<file path="config.mk">
export PLATFORM = sky130hd
export DESIGN_NAME = nbpc_queue
export DESIGN_NICKNAME = d
export VERILOG_FILES = /design/src/rtl/nbpc_pkg.sv /design/src/rtl/nbpc_queue.sv
export SDC_FILE = /design/constraint.sdc
export NUM_CORES = 1
export LEC_CHECK = 0
export BUFFER_PORTS_ARGS = -buffer_cell sky130_fd_sc_hd__buf_4
export CAP_MARGIN = 20
export CORE_ASPECT_RATIO = 0.9
export CORE_MARGIN = 5
export CORE_UTILIZATION = 40
export DETAILED_ROUTE_END_ITERATION = 16
export PLACE_DENSITY = 0.7
export RECOVER_POWER = 25
export SKIP_CTS_REPAIR_TIMING = 1
export SYNTH_ARGS = -nofsm -noshare
export SYNTH_HDL_FRONTEND = slang
export SYNTH_SLANG_ARGS = --single-unit
export TNS_END_PERCENT = 50
</file>
<file path="constraint.sdc">
create_clock -name clock -period 1.95 [get_ports clock]
set_input_delay 0.195 -clock clock [delete_from_list [all_inputs] [get_ports clock]]
set_output_delay 0.195 -clock clock [all_outputs]
set_load 0.02 [all_outputs]
</file>
<file path="src/rtl/nbpc_pkg.sv">
// shared types, codes and default sizes of the naive bayes pixel classifier
package nbpc_pkg;

   localparam int DEF_IMAGE_SIDE = 28;
   localparam int DEF_NUM_SHADES = 2;
   localparam int DEF_NUM_LABELS = 10;
   localparam int DEF_LOG_WIDTH  = 16;

   localparam int QUEUE_DEPTH = 4;

   localparam int MODE_W = 2;
   localparam logic [MODE_W-1:0] MODE_FEATURE = 2'd0;
   localparam logic [MODE_W-1:0] MODE_PRIOR   = 2'd1;
   localparam logic [MODE_W-1:0] MODE_PIXEL   = 2'd2;

   localparam int PIXEL_W  = 10;
   localparam int SHADE_W  = 2;
   localparam int LABEL_W  = 4;
   localparam int VALUE_W  = 16;
   localparam int SCORE_W  = 32;

   typedef struct packed {
      logic [MODE_W-1:0] kind;
      logic              last;
      logic              pix_ok;
   } nbpc_ctrl_type;

endpackage

</file>
<file path="src/rtl/nbpc_queue.sv">
// short command queue between front and back
module nbpc_queue #(
   parameter int WIDTH = 8,
   parameter int DEPTH = nbpc_pkg::QUEUE_DEPTH
) (
   input  logic             clock,
   input  logic             reset,
   input  logic             push,
   input  logic [WIDTH-1:0] push_data,
   output logic             full,
   input  logic             pop,
   output logic [WIDTH-1:0] pop_data,
   output logic             not_empty
);
   localparam int PTR_W = (DEPTH > 1) ? $clog2(DEPTH) : 1;
   localparam int CNT_W = $clog2(DEPTH + 1);

   logic [WIDTH-1:0] mem_ff [DEPTH];
   logic [PTR_W-1:0] wr_ptr_ff, wr_ptr_in;
   logic [PTR_W-1:0] rd_ptr_ff, rd_ptr_in;
   logic [CNT_W-1:0] count_ff, count_in;

   assign full      = count_ff == CNT_W'(DEPTH);
   assign not_empty = count_ff != '0;
   assign pop_data  = mem_ff[rd_ptr_ff];

   always_comb begin
      wr_ptr_in = wr_ptr_ff;
      rd_ptr_in = rd_ptr_ff;
      count_in  = count_ff;
      if (push) begin
         wr_ptr_in = (wr_ptr_ff == PTR_W'(DEPTH - 1)) ? '0 : wr_ptr_ff + 1'b1;
      end
      if (pop) begin
         rd_ptr_in = (rd_ptr_ff == PTR_W'(DEPTH - 1)) ? '0 : rd_ptr_ff + 1'b1;
      end
      if (push && !pop) begin
         count_in = count_ff + 1'b1;
      end else if (pop && !push) begin
         count_in = count_ff - 1'b1;
      end
   end

   always_ff @(posedge clock) begin
      if (reset) begin
         wr_ptr_ff <= '0;
         rd_ptr_ff <= '0;
         count_ff  <= '0;
      end else begin
         wr_ptr_ff <= wr_ptr_in;
         rd_ptr_ff <= rd_ptr_in;
         count_ff  <= count_in;
      end
   end

   always_ff @(posedge clock) begin
      if (push) begin
         mem_ff[wr_ptr_ff] <= push_data;
      end
   end

endmodule

</file>
==> results of run 1 <==
[report_power, final]
group / internal, mW / total (mW) / switching, mW
registers: 0.994 / 1.03 / 0.0313
clock network: 0.288 / 0.540 / 0.252
logic: 0.119 / 0.247 / 0.128
[flip-flops by register name, indices dropped and copies added, names as in the netlist, named ones only]
name / count
mem_ff: 32
count_ff: 3
rd_ptr_ff: 2
wr_ptr_ff: 2
[final timing paths]
kind | start | endpoint | slack [ns] | cells after the start
worst min register to register | count_ff[2] | count_ff[2] | 0.52 | 2
worst max-delay path | flip-flop | pop_data[6] | 0.25 | 3
worst min-delay path | push_data[2] | mem_ff[0][2] | 0.12 | 1
worst max register to register | count_ff[0] | count_ff[2] | 0.48 | 4
[routing by layer]
| metal | GRT usage (%) | wire length, um | vias to the layer above |
|---|---|---|---|
| met5 | 0 | 0 | - |
| met4 | 5.24 | 42 | 0 |
| met3 | 4.63 | 155 | 4 |
| met2 | 16.0 | 1230 | 21 |
| met1 | 11.5 | 1040 | 385 |
| li1 | - | - | 378 |
[synth_stat cells (all sizes together) (2+ instances only)]
master / number
dfxtp: 9
mux2i: 4
inv: 4
nor2: 7
nor3b: 2
xor2: 2
ha: 6
a21oi: 2
edfxtp: 32
mux4: 8
or3: 2
and2: 4
[per-stage QoR]
stage / std cells / hold WS, ns / utilization, % / total power [mW]
floorplan: 86 / 0.264 / - / 1.20
global placement: 152 / 0.394 / 47.7 / 1.29
detailed placement: 152 / 0.401 / 47.7 / 1.30
CTS: 160 / 0.104 / 50.1 / 1.84
global route: 160 / 0.110 / 49.4 / 1.90
finish: 160 / 0.124 / 49.4 / 1.81
[logic make-up after synthesis]
logic type	count (synthesis)	synth area share (%)
compound gates	3	0.939
xor+xnor	2	1.10
fa+ha+maj	7	5.95
buf+inv	6	1.96
flops	41	71.4
mux	12	13.8
simple gates	15	4.93
[final cells by class]
class	instances	area, um2
inverters	4	15.0
fillers	343	1910
flip-flops and latches	41	1140
multi-input cells	39	427
well taps	46	57.6
clock buffers	8	90.1
repair buffers	22	139
==> impl_metrics.yaml, run 1 <==
die:
  die_h_um: 70.0
  initial_core_util_pct: 42.3
  core_mm2: 0.00378
  fp.dieArea_mm2: 0.00536
  io_pins: 22
  die_w_um: 76.6
  rows: 21
status:
  status: "completed"
drt:
  dr.first_iter.drc_count: 32
  drtPass1Iterations: 4
  routedWlPerCell_um: 15.4
  num_vias: 788
  drc_errors: 0
  wl_um: 2460
  avgViaCountPerCell: 4.93
  ant_nets: 0
synth:
  yosysWarnings: 0
  yosysTopAreaCell: "edfxtp_1"
  synthesis.area_mm2: 0.00160
  netlist_instances: 86
  synthArstFlopShare_pct: 0
  yosysTopAreaCellShare_pct: 60.1
  synth_top_flop_cell: "edfxtp_1"
  ys_seq_elements: 41
  yosysSeqAreaShare_pct: 71.4
  synth_cell_types: 16
  syn_area_per_cell_um2: 18.6
  syn-num-nets: 105
  synth_edf_count: 32
  ys_top_cells_by_area: "edfxtp_1 (60%), dfxtp_1 (11%), mux4_2 (11%)"
cts:
  cts_max_path_buffers: 2
  clkTransAtPathRegs_ns: 0.07
  cts-root-buf: "clkbuf_8"
  cts_sinks: 41
  cts_max_level: 2
  insertion_delay_ns: 0.28
  cts_tree: "yes"
  cts_buffers: 5
timing:
  tns_ns: 0
  finalHoldViolations: 0
  fmax_mhz: 587
  relSlewSlack_pct: 70.5
  fin_ws_ns: 0.246
  grt_setup_unrepaired: "no"
  setup_viol: 0
  fin_skew_ns: 0.00628
  fin_crit_ns: 1.70
  worst_slew_pin_slew_ns: 0.442
  min_period_over_period_pct: 87.4
  drv_slew: 0
final_layout:
  final_common_cell: "edfxtp_1"
  drive_above_1_share_pct: 25.4
  final_area_mm2: 0.00187
  syn2layout_area_growth_pct: 16.9
  layout_common_cells: "edfxtp_1 (32), buf_4 (15), dfxtp_1 (9), clkbuf_1 (9), mux4_2 (8)"
  antenna_cells: 0
  fin_nets: 132
pwr:
  p_per_area_mw_per_mm2: 969
  peakVddDrop_mv: 0.450
  leakage_nw: 0.679
worst_setup_path:
  cp_common_cell: "buf_4"
  crit_path_top_delay_cell: "mux4_2"
  slowest_delay_ns: 0.54
  crit_family: "multiplexers"
  cp-end-kind: "output port"
  cp.required_ns: 1.75
  crit_fanout: 8
  crit_chain: "buf_4 -> mux4_2 -> buf_4"
  cp_num_buf_inv: 2
  startpoint_type: "flip-flop"
  crit_type: "reg2out"
  arrival_ns: 1.51
global_routing:
  grt-ovfl-total: 0
  grt_max_degree: 13
  grt_antenna_before_repair: 0
  track_usage_pct: 10.1
  grt_pass1_wl_um: 4090
  grt_pass1_vias: 834
placed_design:
  gp_congestion: 0.714
  pre_cts_ws_ns: 0.257
  place_area_mm2: 0.00181
  dpl.hpwl_um: 1740
  portBuffers: 21
hold_path:
  hold_path.class: "in2reg"
run:
  maxCapViolations: 0
Power figures use the tool's default switching activity.
==> run 2, diff against run 1 <==
--- a/config.mk
+++ b/config.mk
@@ -5,6 +5,7 @@
 export SDC_FILE = /design/constraint.sdc
 export NUM_CORES = 1
 export LEC_CHECK = 0
+export ABC_AREA = 1
 export BUFFER_PORTS_ARGS = -buffer_cell sky130_fd_sc_hd__buf_4
 export CAP_MARGIN = 20
 export CORE_ASPECT_RATIO = 0.9
==> impl_metrics.yaml, run 2 <==
synth:
  yosysWarnings: 0
  ys_top_cells_by_area: "edfxtp_1 (58%), dfxtp_1 (11%), nor2_1 (5.2%)"
  yosysTopAreaCell: "edfxtp_1"
  yosysTopAreaCellShare_pct: 58.1
  synthesis.area_mm2: 0.00165
  synth_top_flop_cell: "edfxtp_1"
  yosysSeqAreaShare_pct: 69.0
  netlist_instances: 136
  syn_area_per_cell_um2: 12.2
  ys_seq_elements: 41
  synthArstFlopShare_pct: 0
  yosysMostFrequentCell: "edfxtp_1"
  synth_edf_count: 32
  synth_cell_types: 19
  syn-num-nets: 155
  synth_common_cells: "edfxtp_1 (32), nor2_1 (23), inv_1 (15), o21ai_0 (15)"
global_routing:
  grt-ovfl-total: 0
  grt_pass1_vias: 1042
  track_usage_pct: 12.1
  grt_pass1_wl_um: 5060
  grt_antenna_before_repair: 0
  grt_max_degree: 17
timing:
  finalHoldViolations: 0
  grt_setup_unrepaired: "no"
  drv_slew: 0
  min_period_over_period_pct: 86.2
  fmax_mhz: 595
  fin_ws_ns: 0.269
  fin_crit_ns: 1.68
  fin_skew_ns: 0.00500
  hold_ws_ns: 0.0958
  tns_ns: 0
  setup_viol: 0
  relSlewSlack_pct: 74.3
  worst_slew_pin_slew_ns: 0.386
placed_design:
  dpl.hpwl_um: 2160
  portBuffers: 21
  place_area_mm2: 0.00186
  pre_cts_ws_ns: 0.501
  gp_congestion: 0.720
final_layout:
  final_common_cell: "edfxtp_1"
  layout_common_cells: "edfxtp_1 (32), nor2_1 (23), inv_1 (15), o21ai_0 (15), buf_4 (15)"
  largest_reg_flops: 32
  final_area_mm2: 0.00195
  antenna_cells: 0
  syn2layout_area_growth_pct: 17.9
  fin_nets: 182
  post-route-util_pct: 48.2
  drive_above_1_share_pct: 17.1
  largest-register: "mem_ff"
  reg.largest.list: "mem_ff (32), count_ff (3)"
pwr:
  pwr-share-seq_pct: 51.3
  comb_power_share_pct: 13.3
  leakage_nw: 0.773
  p_per_area_mw_per_mm2: 1020
  power.internal_mw: 1.51
  p_sw_share_pct: 24.1
  p_clk_share_pct: 35.4
  power.switching_mw: 0.479
  peakVddDrop_mv: 0.407
die:
  fp.dieArea_mm2: 0.00552
  die_w_um: 77.8
  die_h_um: 71.0
  rows: 22
  io_pins: 22
  core_mm2: 0.00405
  initial_core_util_pct: 40.9
worst_setup_path:
  slowest_delay_ns: 0.42
  crit_type: "reg2out"
  crit_chain: "inv_1 -> o21ai_0 -> o22ai_1 -> buf_4"
  crit_fanout: 9
  startpoint_type: "flip-flop"
  cp.required_ns: 1.75
  crit_path_top_delay_cell: "dfxtp_1"
  cp-end-kind: "output port"
  arrival_ns: 1.49
cts:
  clkTransAtPathRegs_ns: 0.08
  cts_tree: "yes"
  cts_max_path_buffers: 2
  cts_buffers: 5
  cts-root-buf: "clkbuf_8"
  insertion_delay_ns: 0.29
  cts_sinks: 41
  cts_max_level: 2
drt:
  dr.first_iter.drc_count: 87
  ant_nets: 0
  drc_errors: 0
  avgViaCountPerCell: 5.05
  drtPass1Iterations: 4
  wl_um: 3070
  routedWlPerCell_um: 14.5
  num_vias: 1071
hold_path:
  hold_path.class: "in2reg"
status:
  status: "completed"
run:
  maxCapViolations: 0
[run 2: cell type report]
| type | instances | area (um2) |
|---|---|---|
| fill | 377 | 2100 |
| sequential | 41 | 1140 |
| multi-input combinational | 77 | 430 |
| timing repair buffer | 22 | 139 |
| clock buffer | 6 | 82.6 |
| inverter | 16 | 60.1 |
| tap | 48 | 60.1 |
| clock inverter | 2 | 36.3 |
[run 2: critical path, delay by kind of cell (launching register included)]
family,cells,cell delay (ns)
buf+inv,2,0.46
compound gates,2,0.30
flops,1,0.42
[run 2: power groups by stage]
| stage | Clock (mW) | Combinational [mW] | Sequential, mW |
|---|---|---|---|
| 4_1_cts | 0.721 | 0.276 | 1.02 |
| 3_5_place_dp | 0 | 0.275 | 1.04 |
| 6_report | 0.704 | 0.265 | 1.02 |
| 5_1_grt | 0.766 | 0.297 | 1.03 |
| 3_3_place_gp | 0 | 0.264 | 1.04 |
| 2_1_floorplan | 0 | 0.169 | 1.03 |
[run 2: cell families after synthesis]
logic type                 share of synthesized area, %
DFF                                                69.0
and+or+nand+nor                                    9.61
AOI/OAI and AO/OA                                  10.1
buffers and inverters                              4.99
adders and majority gates                          5.75
xor gates and xnor gates                          0.530
[run 2: path summary, 6_finish.rpt]
path / start / to / slack, ns / cells after the start
worst max register to register: wr_ptr_ff[0] / mem_ff[3][3] / 0.65 / 3
worst min-delay path: reset / wr_ptr_ff[0] / 0.1 / 2
worst max-delay path: flip-flop / pop_data[1] / 0.27 / 4
worst min register to register: count_ff[1] / count_ff[1] / 0.55 / 2
[run 2: metrics by stage]
step	power (mW)	std cells
after floorplan	1.20	136
after global placement	1.30	204
after detailed placement	1.32	204
after CTS	2.02	212
after global routing	2.09	212
final	1.99	212
[run 2: per-layer routing]
layer / GRT usage, % / vias up / wire length (um)
li1: - / 529 / -
met5: 0 / - / 0
met3: 4.45 / 6 / 155
met4: 4.01 / 0 / 41
met1: 14.8 / 513 / 1360
met2: 19.9 / 23 / 1520
