`src/rtl/nbpc_pkg.sv`:
```
// shared types, codes and default sizes of the naive bayes pixel classifier
package nbpc_pkg;

   localparam int DEF_IMAGE_SIDE = 28;
   localparam int DEF_NUM_SHADES = 2;
   localparam int DEF_NUM_LABELS = 10;
   localparam int DEF_LOG_WIDTH  = 16;

   localparam int QUEUE_DEPTH = 4;

   localparam int MODE_W = 2;
   localparam logic [MODE_W-1:0] MODE_FEATURE = 2'd0;
   localparam logic [MODE_W-1:0] MODE_PRIOR   = 2'd1;
   localparam logic [MODE_W-1:0] MODE_PIXEL   = 2'd2;

   localparam int PIXEL_W  = 10;
   localparam int SHADE_W  = 2;
   localparam int LABEL_W  = 4;
   localparam int VALUE_W  = 16;
   localparam int SCORE_W  = 32;

   typedef struct packed {
      logic [MODE_W-1:0] kind;
      logic              last;
      logic              pix_ok;
   } nbpc_ctrl_type;

endpackage

```
`src/rtl/nbpc_front.sv`:
```
// front end: decodes request words into queue commands
module nbpc_front #(
   parameter int IMAGE_SIDE = nbpc_pkg::DEF_IMAGE_SIDE,
   parameter int NUM_SHADES = nbpc_pkg::DEF_NUM_SHADES,
   parameter int NUM_LABELS = nbpc_pkg::DEF_NUM_LABELS,
   parameter int LOG_WIDTH  = nbpc_pkg::DEF_LOG_WIDTH,
   parameter int ROW_W      = 11,
   parameter int LBL_W      = 4
) (
   input  logic                                req_valid,
   output logic                                req_stall,
   input  logic [nbpc_pkg::MODE_W-1:0]         req_mode,
   input  logic [nbpc_pkg::PIXEL_W-1:0]        req_pixel_index,
   input  logic [nbpc_pkg::SHADE_W-1:0]        req_shade,
   input  logic [nbpc_pkg::LABEL_W-1:0]        req_label,
   input  logic signed [nbpc_pkg::VALUE_W-1:0] req_log_value,
   input  logic                                req_last_pixel,
   input  logic                                q_full,
   output logic                                q_push,
   output nbpc_pkg::nbpc_ctrl_type             cmd_ctrl,
   output logic [ROW_W-1:0]                    cmd_row,
   output logic [LBL_W-1:0]                    cmd_label,
   output logic [LOG_WIDTH-1:0]                cmd_value
);
   import nbpc_pkg::*;

   localparam int NUM_PIXELS = IMAGE_SIDE * IMAGE_SIDE;
   localparam int LOG_MAX    = (1 << (LOG_WIDTH - 1)) - 1;
   localparam int LOG_MIN    = -LOG_MAX - 1;

   logic [SHADE_W-1:0] shade_c;
   logic               pix_ok;
   logic               lbl_ok;
   logic               useful;
   int                 val_i;

   assign req_stall = q_full;

   assign shade_c = (int'(req_shade) >= NUM_SHADES) ? SHADE_W'(NUM_SHADES - 1) : req_shade;
   assign pix_ok  = int'(req_pixel_index) < NUM_PIXELS;
   assign lbl_ok  = int'(req_label) < NUM_LABELS;
   assign val_i   = int'(req_log_value);

   always_comb begin
      unique case (req_mode)
         MODE_FEATURE: useful = pix_ok && lbl_ok;
         MODE_PRIOR:   useful = lbl_ok;
         MODE_PIXEL:   useful = 1'b1;
         default:      useful = 1'b0;
      endcase
   end

   assign q_push          = req_valid && !q_full && useful;
   assign cmd_ctrl.kind   = req_mode;
   assign cmd_ctrl.last   = req_last_pixel;
   assign cmd_ctrl.pix_ok = pix_ok;
   assign cmd_row   = ROW_W'(int'(req_pixel_index) * NUM_SHADES + int'(shade_c));
   assign cmd_label = LBL_W'(req_label);

   always_comb begin
      if (val_i > LOG_MAX) begin
         cmd_value = LOG_WIDTH'(LOG_MAX);
      end else if (val_i < LOG_MIN) begin
         cmd_value = LOG_WIDTH'(LOG_MIN);
      end else begin
         cmd_value = LOG_WIDTH'(val_i);
      end
   end

endmodule

```
`config.mk`:
```
export PLATFORM = sky130hd
export DESIGN_NAME = nbpc_front
export DESIGN_NICKNAME = d
export VERILOG_FILES = /design/src/rtl/nbpc_pkg.sv /design/src/rtl/nbpc_front.sv
export SDC_FILE = /design/constraint.sdc
export NUM_CORES = 1
export LEC_CHECK = 0
export BUFFER_PORTS_ARGS = -buffer_cell sky130_fd_sc_hd__buf_2
export CORE_UTILIZATION = 25
export DETAILED_ROUTE_END_ITERATION = 12
export PLACE_DENSITY = 0.95
export SLEW_MARGIN = 25
export SYNTH_ARGS = -nofsm -noshare
export SYNTH_HDL_FRONTEND = slang
export SYNTH_SLANG_ARGS = --single-unit
```
`constraint.sdc`:
```
create_clock -name vclk -period 1.6
set_clock_uncertainty 0.15 [all_clocks]
set_input_delay 0.32 -clock vclk [all_inputs]
set_output_delay 0.32 -clock vclk [all_outputs]
set_load 0.1 [all_outputs]
```
==> impl_metrics.py, run 1 <==
metrics = {
    "status": {
        "status": "finished, violations left",
        "violations": "negative setup slack",
    },
    "routing": {
        "wl_per_cell_um": 14.0,
        "vias": 442,
        "drt_iter0_drc": 11,
        "vias_per_cell": 4.80,
        "antenna_left": 0,
        "firstDrtPassIters": 4,
        "drt_drc_violations_left": 0,
        "finalWirelength_um": 1290,
    },
    "logic_synthesis": {
        "netlist_instances": 56,
        "synth_compound_area_frac": 0.0652,
        "ys_seq_area_frac": 0,
        "yosys.area_share.adder": 0.0725,
        "avgSynthCellArea_um2": 6.17,
        "netlist_area_um2": 345,
        "synthMuxAreaShare": 0,
        "synth_xor_area_frac": 0.203,
        "synth_top_family_by_area": "buffers and inverters",
        "synth_simple_gate_area_frac": 0.279,
        "syn_nets": 95,
        "ys_types": 20,
        "yosysWarnings": 0,
    },
    "sta": {
        "period_share": 1.17,
        "min_period_ns": 1.87,
        "fin_tns_setup_ns": -0.464,
        "setup_slack_ns": -0.267,
        "fmax_ghz": 0.536,
        "rsz0062_at_grt": "yes",
        "whs_ns": 0.490,
        "setup_viol": 2,
        "hold_viol_final": 0,
        "slew_headroom": 0.655,
        "worstMarginPinSlew_ns": 0.514,
        "slew_viol_final": 0,
    },
    "finish": {
        "nets": 118,
        "design.seq.count": 0,
        "fin_util": 0.679,
        "syn2layout_area_growth_pct": 153,
        "num-clock-buffers": 0,
        "diodes": 0,
        "seqCellArea_um2": 0,
        "layout-drive-gt1-share": 0.766,
        "final_cells": 92,
    },
    "worst_setup_path": {
        "cp_max_fo": 2,
        "required_ns": 1.13,
        "critPathLaunchType": "input port",
        "cp.arrival_ns": 1.40,
        "path_class": "input port to output pin",
        "end_kind": "output pin",
    },
    "floorplanning": {
        "start_util": 0.269,
        "die_width_um": 39.2,
        "rows": 13,
        "dieArea_mm2": 0.00153,
        "die_height_um": 39.2,
        "coreArea_mm2": 0.00128,
        "io_pins": 74,
    },
    "global_routing": {
        "grt_util_met3": 0.0347,
        "antenna_found_initial": 0,
        "grt_max_degree": 6,
        "overflow": 0,
        "met2_usage": 0.358,
        "grt_usage": 0.170,
        "grt_pass1_vias": 389,
        "grt_pass1_wl_um": 1770,
        "grt-busiest-layer": "met2",
        "grt_use_met1": 0.148,
    },
    "power": {
        "p_per_area_mw_per_mm2": 522,
        "power.leakage_nw": 0.411,
        "power.total_mw": 0.455,
        "ir_drop_v": 0.000374,
    },
    "hold_path": {
        "hold_path.class": "input port to output pin",
        "holdPathStages": 0,
    },
    "run": {
        "maxCapViolations": 0,
    },
    "placement": {
        "io_buffers": 38,
        "dp_cells": 92,
        "place.gp.congestion": 0.760,
        "dp_hpwl_um": 1180,
    },
}
==> cell usage after synthesis <==
cell	n	share of area
or2_2	1	0.018
nand3_1	3	0.043
or4_1	1	0.022
ha_1	2	0.072
nor3_1	2	0.029
o21ai_0	1	0.014
nand2_1	3	0.033
nor2b_1	1	0.018
o311a_1	1	0.029
nand4_1	1	0.018
and3_1	2	0.036
conb_1	1	0.011
buf_4	9	0.20
o21a_1	1	0.022
xor2_1	6	0.15
and3_2	1	0.022
xnor2_1	2	0.051
clkbuf_1	16	0.17
nand3_2	1	0.029
nor2_1	1	0.011
==> layout make-up <==
cell class	instances	area, µm²
repair buffers	46	497
fillers	85	413
multi-input cells	31	357
well taps	15	18.8
==> power breakdown <==
| part | leakage (nW) | switching (mW) | internal (mW) |
|---|---|---|---|
| Combinational | 0.411 | 0.301 | 0.155 |
| Clock | 0 | 0 | 0 |
| Sequential | 0 | 0 | 0 |
| Total | 0.411 | 0.301 | 0.155 |
==> worst max-delay path, stage by stage <==
cell	delay (ns)
buf_6	0.10
or4_4	0.54
nand3_4	0.08
o311a_4	0.18
buf_12	0.17
==> metal layers <==
| layer | share of wire | vias to the layer above | wire length, µm |
|---|---|---|---|
| met2 | 0.62 | 31 | 793 |
| li1 | - | 202 | - |
| met4 | 0.026 | 0 | 34 |
| met1 | 0.26 | 204 | 339 |
| met5 | 0 | - | 0 |
| met3 | 0.092 | 5 | 118 |
==> what timing repair did <==
item / 4_1_cts / 5_1_grt
buffers inserted: 0 / 0
hold buffers: 0 / 0
resized for setup: 2 / 0
pin swaps: 3 / 1
endpoints found under the setup margin: 2 / 2
==> placed cells by master (no fill, tap or decap) <==
master / Yosys / layout
nor3_1: 2 / 2
ha_1: 2 / 2
nand4_1: 1 / 1
and3_2: 1 / 1
nand3_1: 3 / 3
or4_4: 0 / 1
buf_12: 0 / 16
buf_4: 9 / 8
xnor2_2: 0 / 2
o311a_4: 0 / 1
conb_1: 1 / 1
buf_2: 0 / 21
nand2_1: 3 / 3
o21a_1: 1 / 1
nand3_4: 0 / 1
or2_2: 1 / 1
xor2_2: 0 / 1
nor2_1: 1 / 1
o21ai_0: 1 / 1
nor2b_1: 1 / 1
buf_6: 0 / 1
xor2_4: 0 / 5
and3_1: 2 / 2
==> stage by stage <==
step	setup WS (ns)	cell area, µm²
after floorplan	-0.161	497
after global placement	-0.259	858
after detailed placement	-0.301	858
after CTS	-0.280	872
after global routing	-0.276	872
final	-0.267	872
==> final timing paths <==
| check | startpoint | endpoint | slack [ns] |
|---|---|---|---|
| worst max-delay path | req_pixel_index[7] | q_push | -0.27 |
| worst min-delay path | req_last_pixel | cmd_ctrl[1] | 0.49 |
==> cell families (layout without fill, tap and decap cells) <==
family | Yosys count | count (layout)
compound gates | 3 | 3
buf+inv | 25 | 46
other cells | 1 | 1
fa+ha+maj | 2 | 2
xor+xnor | 8 | 8
simple gates | 17 | 17
No activity file was read; power rests on OpenSTA's default activity.
==> run 2, diff against run 1 <==
--- a/config.mk
+++ b/config.mk
@@ -9,6 +9,7 @@
 export CORE_UTILIZATION = 25
 export DETAILED_ROUTE_END_ITERATION = 12
 export PLACE_DENSITY = 0.95
+export REMOVE_ABC_BUFFERS = 1
 export SLEW_MARGIN = 25
 export SYNTH_ARGS = -nofsm -noshare
 export SYNTH_HDL_FRONTEND = slang
==> run 2 against run 1 <==
Compared with the run above: the run still ends with negative setup slack left; final cell count stayed put; utilization is 10 points lower; largest power group unchanged; count of clock-buffer cells in the layout stayed put; die area stayed put.
==> impl_metrics.py, run 2 (synthesis gave the netlist of run 1 again) <==
metrics = {
    "finish": {
        "design.seq.count": 0,
        "final_common_cell": "buf_2",
        "diodes": 0,
        "seqCellArea_um2": 0,
        "syn2layout_area_growth_pct": 115,
        "nets": 118,
        "layout-drive-gt1-share": 0.649,
        "multi_input_area_um2": 221,
        "mostFrequentLayoutCells": "buf_2 (20), buf_12 (16), buf_4 (8)",
        "num-clock-buffers": 0,
        "fillers": 110,
    },
    "power": {
        "p_switching_mw": 0.286,
        "power.leakage_nw": 0.379,
        "p_per_area_mw_per_mm2": 577,
        "combPwrFrac": 1.000,
        "ir_drop_v": 0.000233,
        "p_clk_frac": 0,
        "swShare": 0.668,
        "p_seq_frac": 0,
        "power.total_mw": 0.429,
        "internal-power_mw": 0.142,
    },
    "worst_setup_path": {
        "end_kind": "output pin",
        "cp.arrival_ns": 1.40,
        "critical_path.top_delay_family": "simple AND/OR/NAND/NOR gates",
        "required_ns": 1.13,
        "critPathLaunchType": "input port",
        "slowest_stage": "or4_4",
        "max_stage_delay_ns": 0.53,
        "crit_buf_inv": 2,
        "path_class": "input port to output pin",
        "path_cells": "buf_6 -> or4_4 -> nand3_2 -> o311a_1 -> buf_12",
        "cp_max_fo": 2,
    },
    "sta": {
        "fmax_ghz": 0.534,
        "slew_viol_final": 0,
        "min_period_ns": 1.87,
        "setup_slack_ns": -0.274,
        "rsz0062_at_grt": "yes",
        "hold_viol_final": 0,
        "fin_tns_setup_ns": -0.447,
        "setup_viol": 2,
        "whs_ns": 0.491,
        "period_share": 1.17,
    },
    "hold_path": {
        "hold_start": "req_label[0]",
        "hold_path.class": "input port to output pin",
        "holdPathStages": 0,
        "whs_endpoint": "cmd_label[0]",
    },
    "routing": {
        "wl_per_cell_um": 15.8,
        "finalWirelength_um": 1450,
        "antenna_left": 0,
        "vias_per_cell": 4.98,
        "drt_drc_violations_left": 0,
        "firstDrtPassIters": 5,
        "vias": 458,
        "drt_iter0_drc": 11,
    },
    "status": {
        "status": "finished, violations left",
        "violations": "negative setup slack",
    },
    "placement": {
        "io_buffers": 38,
        "dp_slack_ns": -0.327,
        "dp_hpwl_um": 1280,
        "place.gp.congestion": 0.776,
    },
    "floorplanning": {
        "coreArea_mm2": 0.00128,
        "die_height_um": 39.2,
        "dieArea_mm2": 0.00153,
        "io_pins": 74,
        "rows": 13,
        "start_util": 0.269,
        "die_width_um": 39.2,
    },
    "global_routing": {
        "grt_max_degree": 6,
        "grt_usage": 0.187,
        "overflow": 0,
        "antenna_found_initial": 0,
        "grt_pass1_wl_um": 1940,
        "grt_pass1_vias": 464,
    },
    "clock_tree": {
        "hold_buffers": 0,
    },
    "run": {
        "maxCapViolations": 0,
    },
}
run 2: changes by cell type in the layout (fill, tap and decap cells not counted), moves of 2 or more:
cell	before	now
xor2_1	0	6
xnor2_1	0	2
xor2_4	5	0
xnor2_2	2	0
run 2: stage by stage:
step           utilization  cell area, µm²  instances
5_1_grt              0.578             743         92
3_5_place_dp         0.554             712         90
2_1_floorplan            -             218         31
4_1_cts              0.568             729         91
6_report             0.578             743         92
3_3_place_gp         0.554             712         90
run 2: layer usage:
metal | track usage | routed length [µm]
met5 | 0.100 | 0
met2 | 0.338 | 720
met1 | 0.166 | 430
met4 | 0 | 0
met3 | 0.150 | 299
run 2: worst max-delay path by stage:
| stage | startpoint | end | slack, ns | cells after the start |
|---|---|---|---|---|
| 3_5_place_dp | req_pixel_index[5] | q_push | -0.33 | 5 |
| 3_3_place_gp | req_pixel_index[5] | q_push | -0.30 | 5 |
| 5_1_grt | req_pixel_index[5] | q_push | -0.31 | 5 |
| 6_report | req_pixel_index[5] | q_push | -0.27 | 5 |
| 4_1_cts | req_pixel_index[7] | q_push | -0.29 | 5 |
| 2_1_floorplan | req_pixel_index[5] | q_push | -0.99 | 3 |
run 2: power groups by stage:
stage	registers, mW	clock network, mW	logic [mW]
2_1_floorplan	0	0	0.198
3_3_place_gp	0	0	0.416
3_5_place_dp	0	0	0.422
4_1_cts	0	0	0.427
5_1_grt	0	0	0.441
6_report	0	0	0.429
run 2: area by class of cell:
cell class / instances / area share
repair buffers: 46 / 0.677
well taps: 15 / 0.0253
multi-input cells: 31 / 0.298
run 2: what timing repair did:
action	CTS	global route
pin swaps	3	2
gates resized for setup	2	1
buffers inserted	1	1
endpoints found under the setup margin	2	2
==> run 3, diff against run 2 <==
==> constraint.sdc (replaced) <==
create_clock -name vclk -period 1.6
set_clock_uncertainty 0.15 [all_clocks]
set_input_delay 0.08 -clock vclk [all_inputs]
set_output_delay 0.08 -clock vclk [all_outputs]
set_load 0.1 [all_outputs]
==> run 3 against run 2 <==
Compared with the run above: sequential share of layout area is the same; the run now ends clean; combinational power down 23%; fmax increased by 25%; utilization is 22 points lower; design area is 39% lower.
==> impl_metrics.py, run 3 (synthesis gave the netlist of run 1 again) <==
metrics = {
    "global_routing": {
        "antenna_found_initial": 0,
        "grt_max_degree": 7,
        "grt_pass1_wl_um": 1520,
        "grt_pass1_vias": 343,
        "overflow": 0,
        "grt_usage": 0.147,
    },
    "sta": {
        "setup_viol": 0,
        "setup_slack_ns": 0.104,
        "rsz0062_at_grt": "no",
        "fmax_ghz": 0.669,
        "whs_ns": 0.0108,
        "slew_viol_final": 0,
        "hold_viol_final": 0,
        "period_share": 0.935,
        "min_period_ns": 1.50,
    },
    "floorplanning": {
        "die_width_um": 39.2,
        "dieArea_mm2": 0.00153,
        "start_util": 0.269,
        "io_pins": 74,
        "die_height_um": 39.2,
        "rows": 13,
        "coreArea_mm2": 0.00128,
    },
    "clock_tree": {
        "hold_buffers": 0,
        "postCtsResizedCells": 0,
        "cts_setup_buffers": 0,
    },
    "power": {
        "internal-power_mw": 0.0610,
        "power.leakage_nw": 0.259,
        "combPwrFrac": 1.000,
        "p_clk_frac": 0,
        "swShare": 0.814,
        "p_seq_frac": 0,
        "p_per_area_mw_per_mm2": 720,
        "p_switching_mw": 0.268,
        "ir_drop_v": 0.000259,
    },
    "routing": {
        "drt_iter0_drc": 2,
        "antenna_left": 0,
        "finalWirelength_um": 1150,
        "vias": 415,
        "drt_drc_violations_left": 0,
        "firstDrtPassIters": 3,
        "wl_per_cell_um": 13.6,
        "vias_per_cell": 4.94,
    },
    "finish": {
        "nets": 110,
        "num-clock-buffers": 0,
        "diodes": 0,
        "mostFrequentLayoutCells": "buf_2 (36), xor2_1 (6), nand2_1 (3), nand3_1 (3)",
        "fillers": 136,
        "multi_input_area_um2": 218,
        "syn2layout_area_growth_pct": 32.2,
        "design.seq.count": 0,
        "layout-drive-gt1-share": 0.594,
        "seqCellArea_um2": 0,
        "final_common_cell": "buf_2",
    },
    "worst_setup_path": {
        "cp_max_fo": 6,
        "required_ns": 1.37,
        "cp.arrival_ns": 1.27,
        "cp-startpoint": "req_pixel_index[5]",
        "end_kind": "output pin",
        "path_class": "input port to output pin",
        "critPathLaunchType": "input port",
    },
    "placement": {
        "dp_hpwl_um": 1000,
        "io_buffers": 38,
        "dp_slack_ns": 0.106,
        "place.gp.congestion": 0.659,
    },
    "run": {
        "maxCapViolations": 0,
    },
    "hold_path": {
        "hold_start": "req_label[0]",
        "holdPathStages": 0,
        "hold_path.class": "input port to output pin",
        "whs_endpoint": "cmd_label[0]",
    },
    "status": {
        "status": "finished clean",
    },
}
## run 3: cell count changes in the layout (fill, tap and decap cells not counted)
cell	delta
buf_12	-14
buf_2	+16
buf_4	-8
buf_6	-2
or4_1	+1
or4_4	-1
## run 3: per-stage QoR
| stage | area, µm² | TNS (ns) | utilization | total power [mW] | cells |
|---|---|---|---|---|---|
| after global placement | 457 | 0 | 0.355 | 0.326 | 84 |
| after floorplan | 218 | -1.27 | - | 0.198 | 31 |
| final | 457 | 0 | 0.355 | 0.329 | 84 |
| after global routing | 457 | 0 | 0.355 | 0.341 | 84 |
| after CTS | 457 | 0 | 0.355 | 0.329 | 84 |
| after detailed placement | 457 | 0 | 0.355 | 0.328 | 84 |
## run 3: routing by layer
metal  part of all wire  up-vias  GRT usage
met3               0.23        0      0.145
met2               0.39       52      0.217
met5                  0        -      0.100
met1               0.37      174      0.152
met4                  0        0          0
li1                   -      189          -
## run 3: critical path, cell delays in order
cell,delay (ns)
buf_2,0.13
or4_1,0.54
nand3_2,0.12
o311a_1,0.20
buf_12,0.18
## run 3: worst max-delay path by stage
| stage | to | cells past startpoint |
|---|---|---|
| 6_report | q_push | 5 |
| 5_1_grt | q_push | 5 |
| 4_1_cts | q_push | 5 |
| 3_5_place_dp | q_push | 5 |
| 3_3_place_gp | q_push | 5 |
| 2_1_floorplan | q_push | 3 |
## run 3: layout make-up
cell class         instances  area share
repair buffers            38       0.482
multi-input cells         31       0.477
well taps                 15      0.0411
## run 3: power by group through the flow
stage | combinational (mW) | clock [mW] | sequential, mW
after global placement | 0.326 | 0 | 0
final | 0.329 | 0 | 0
after global routing | 0.341 | 0 | 0
after CTS | 0.329 | 0 | 0
after detailed placement | 0.328 | 0 | 0
after floorplan | 0.198 | 0 | 0
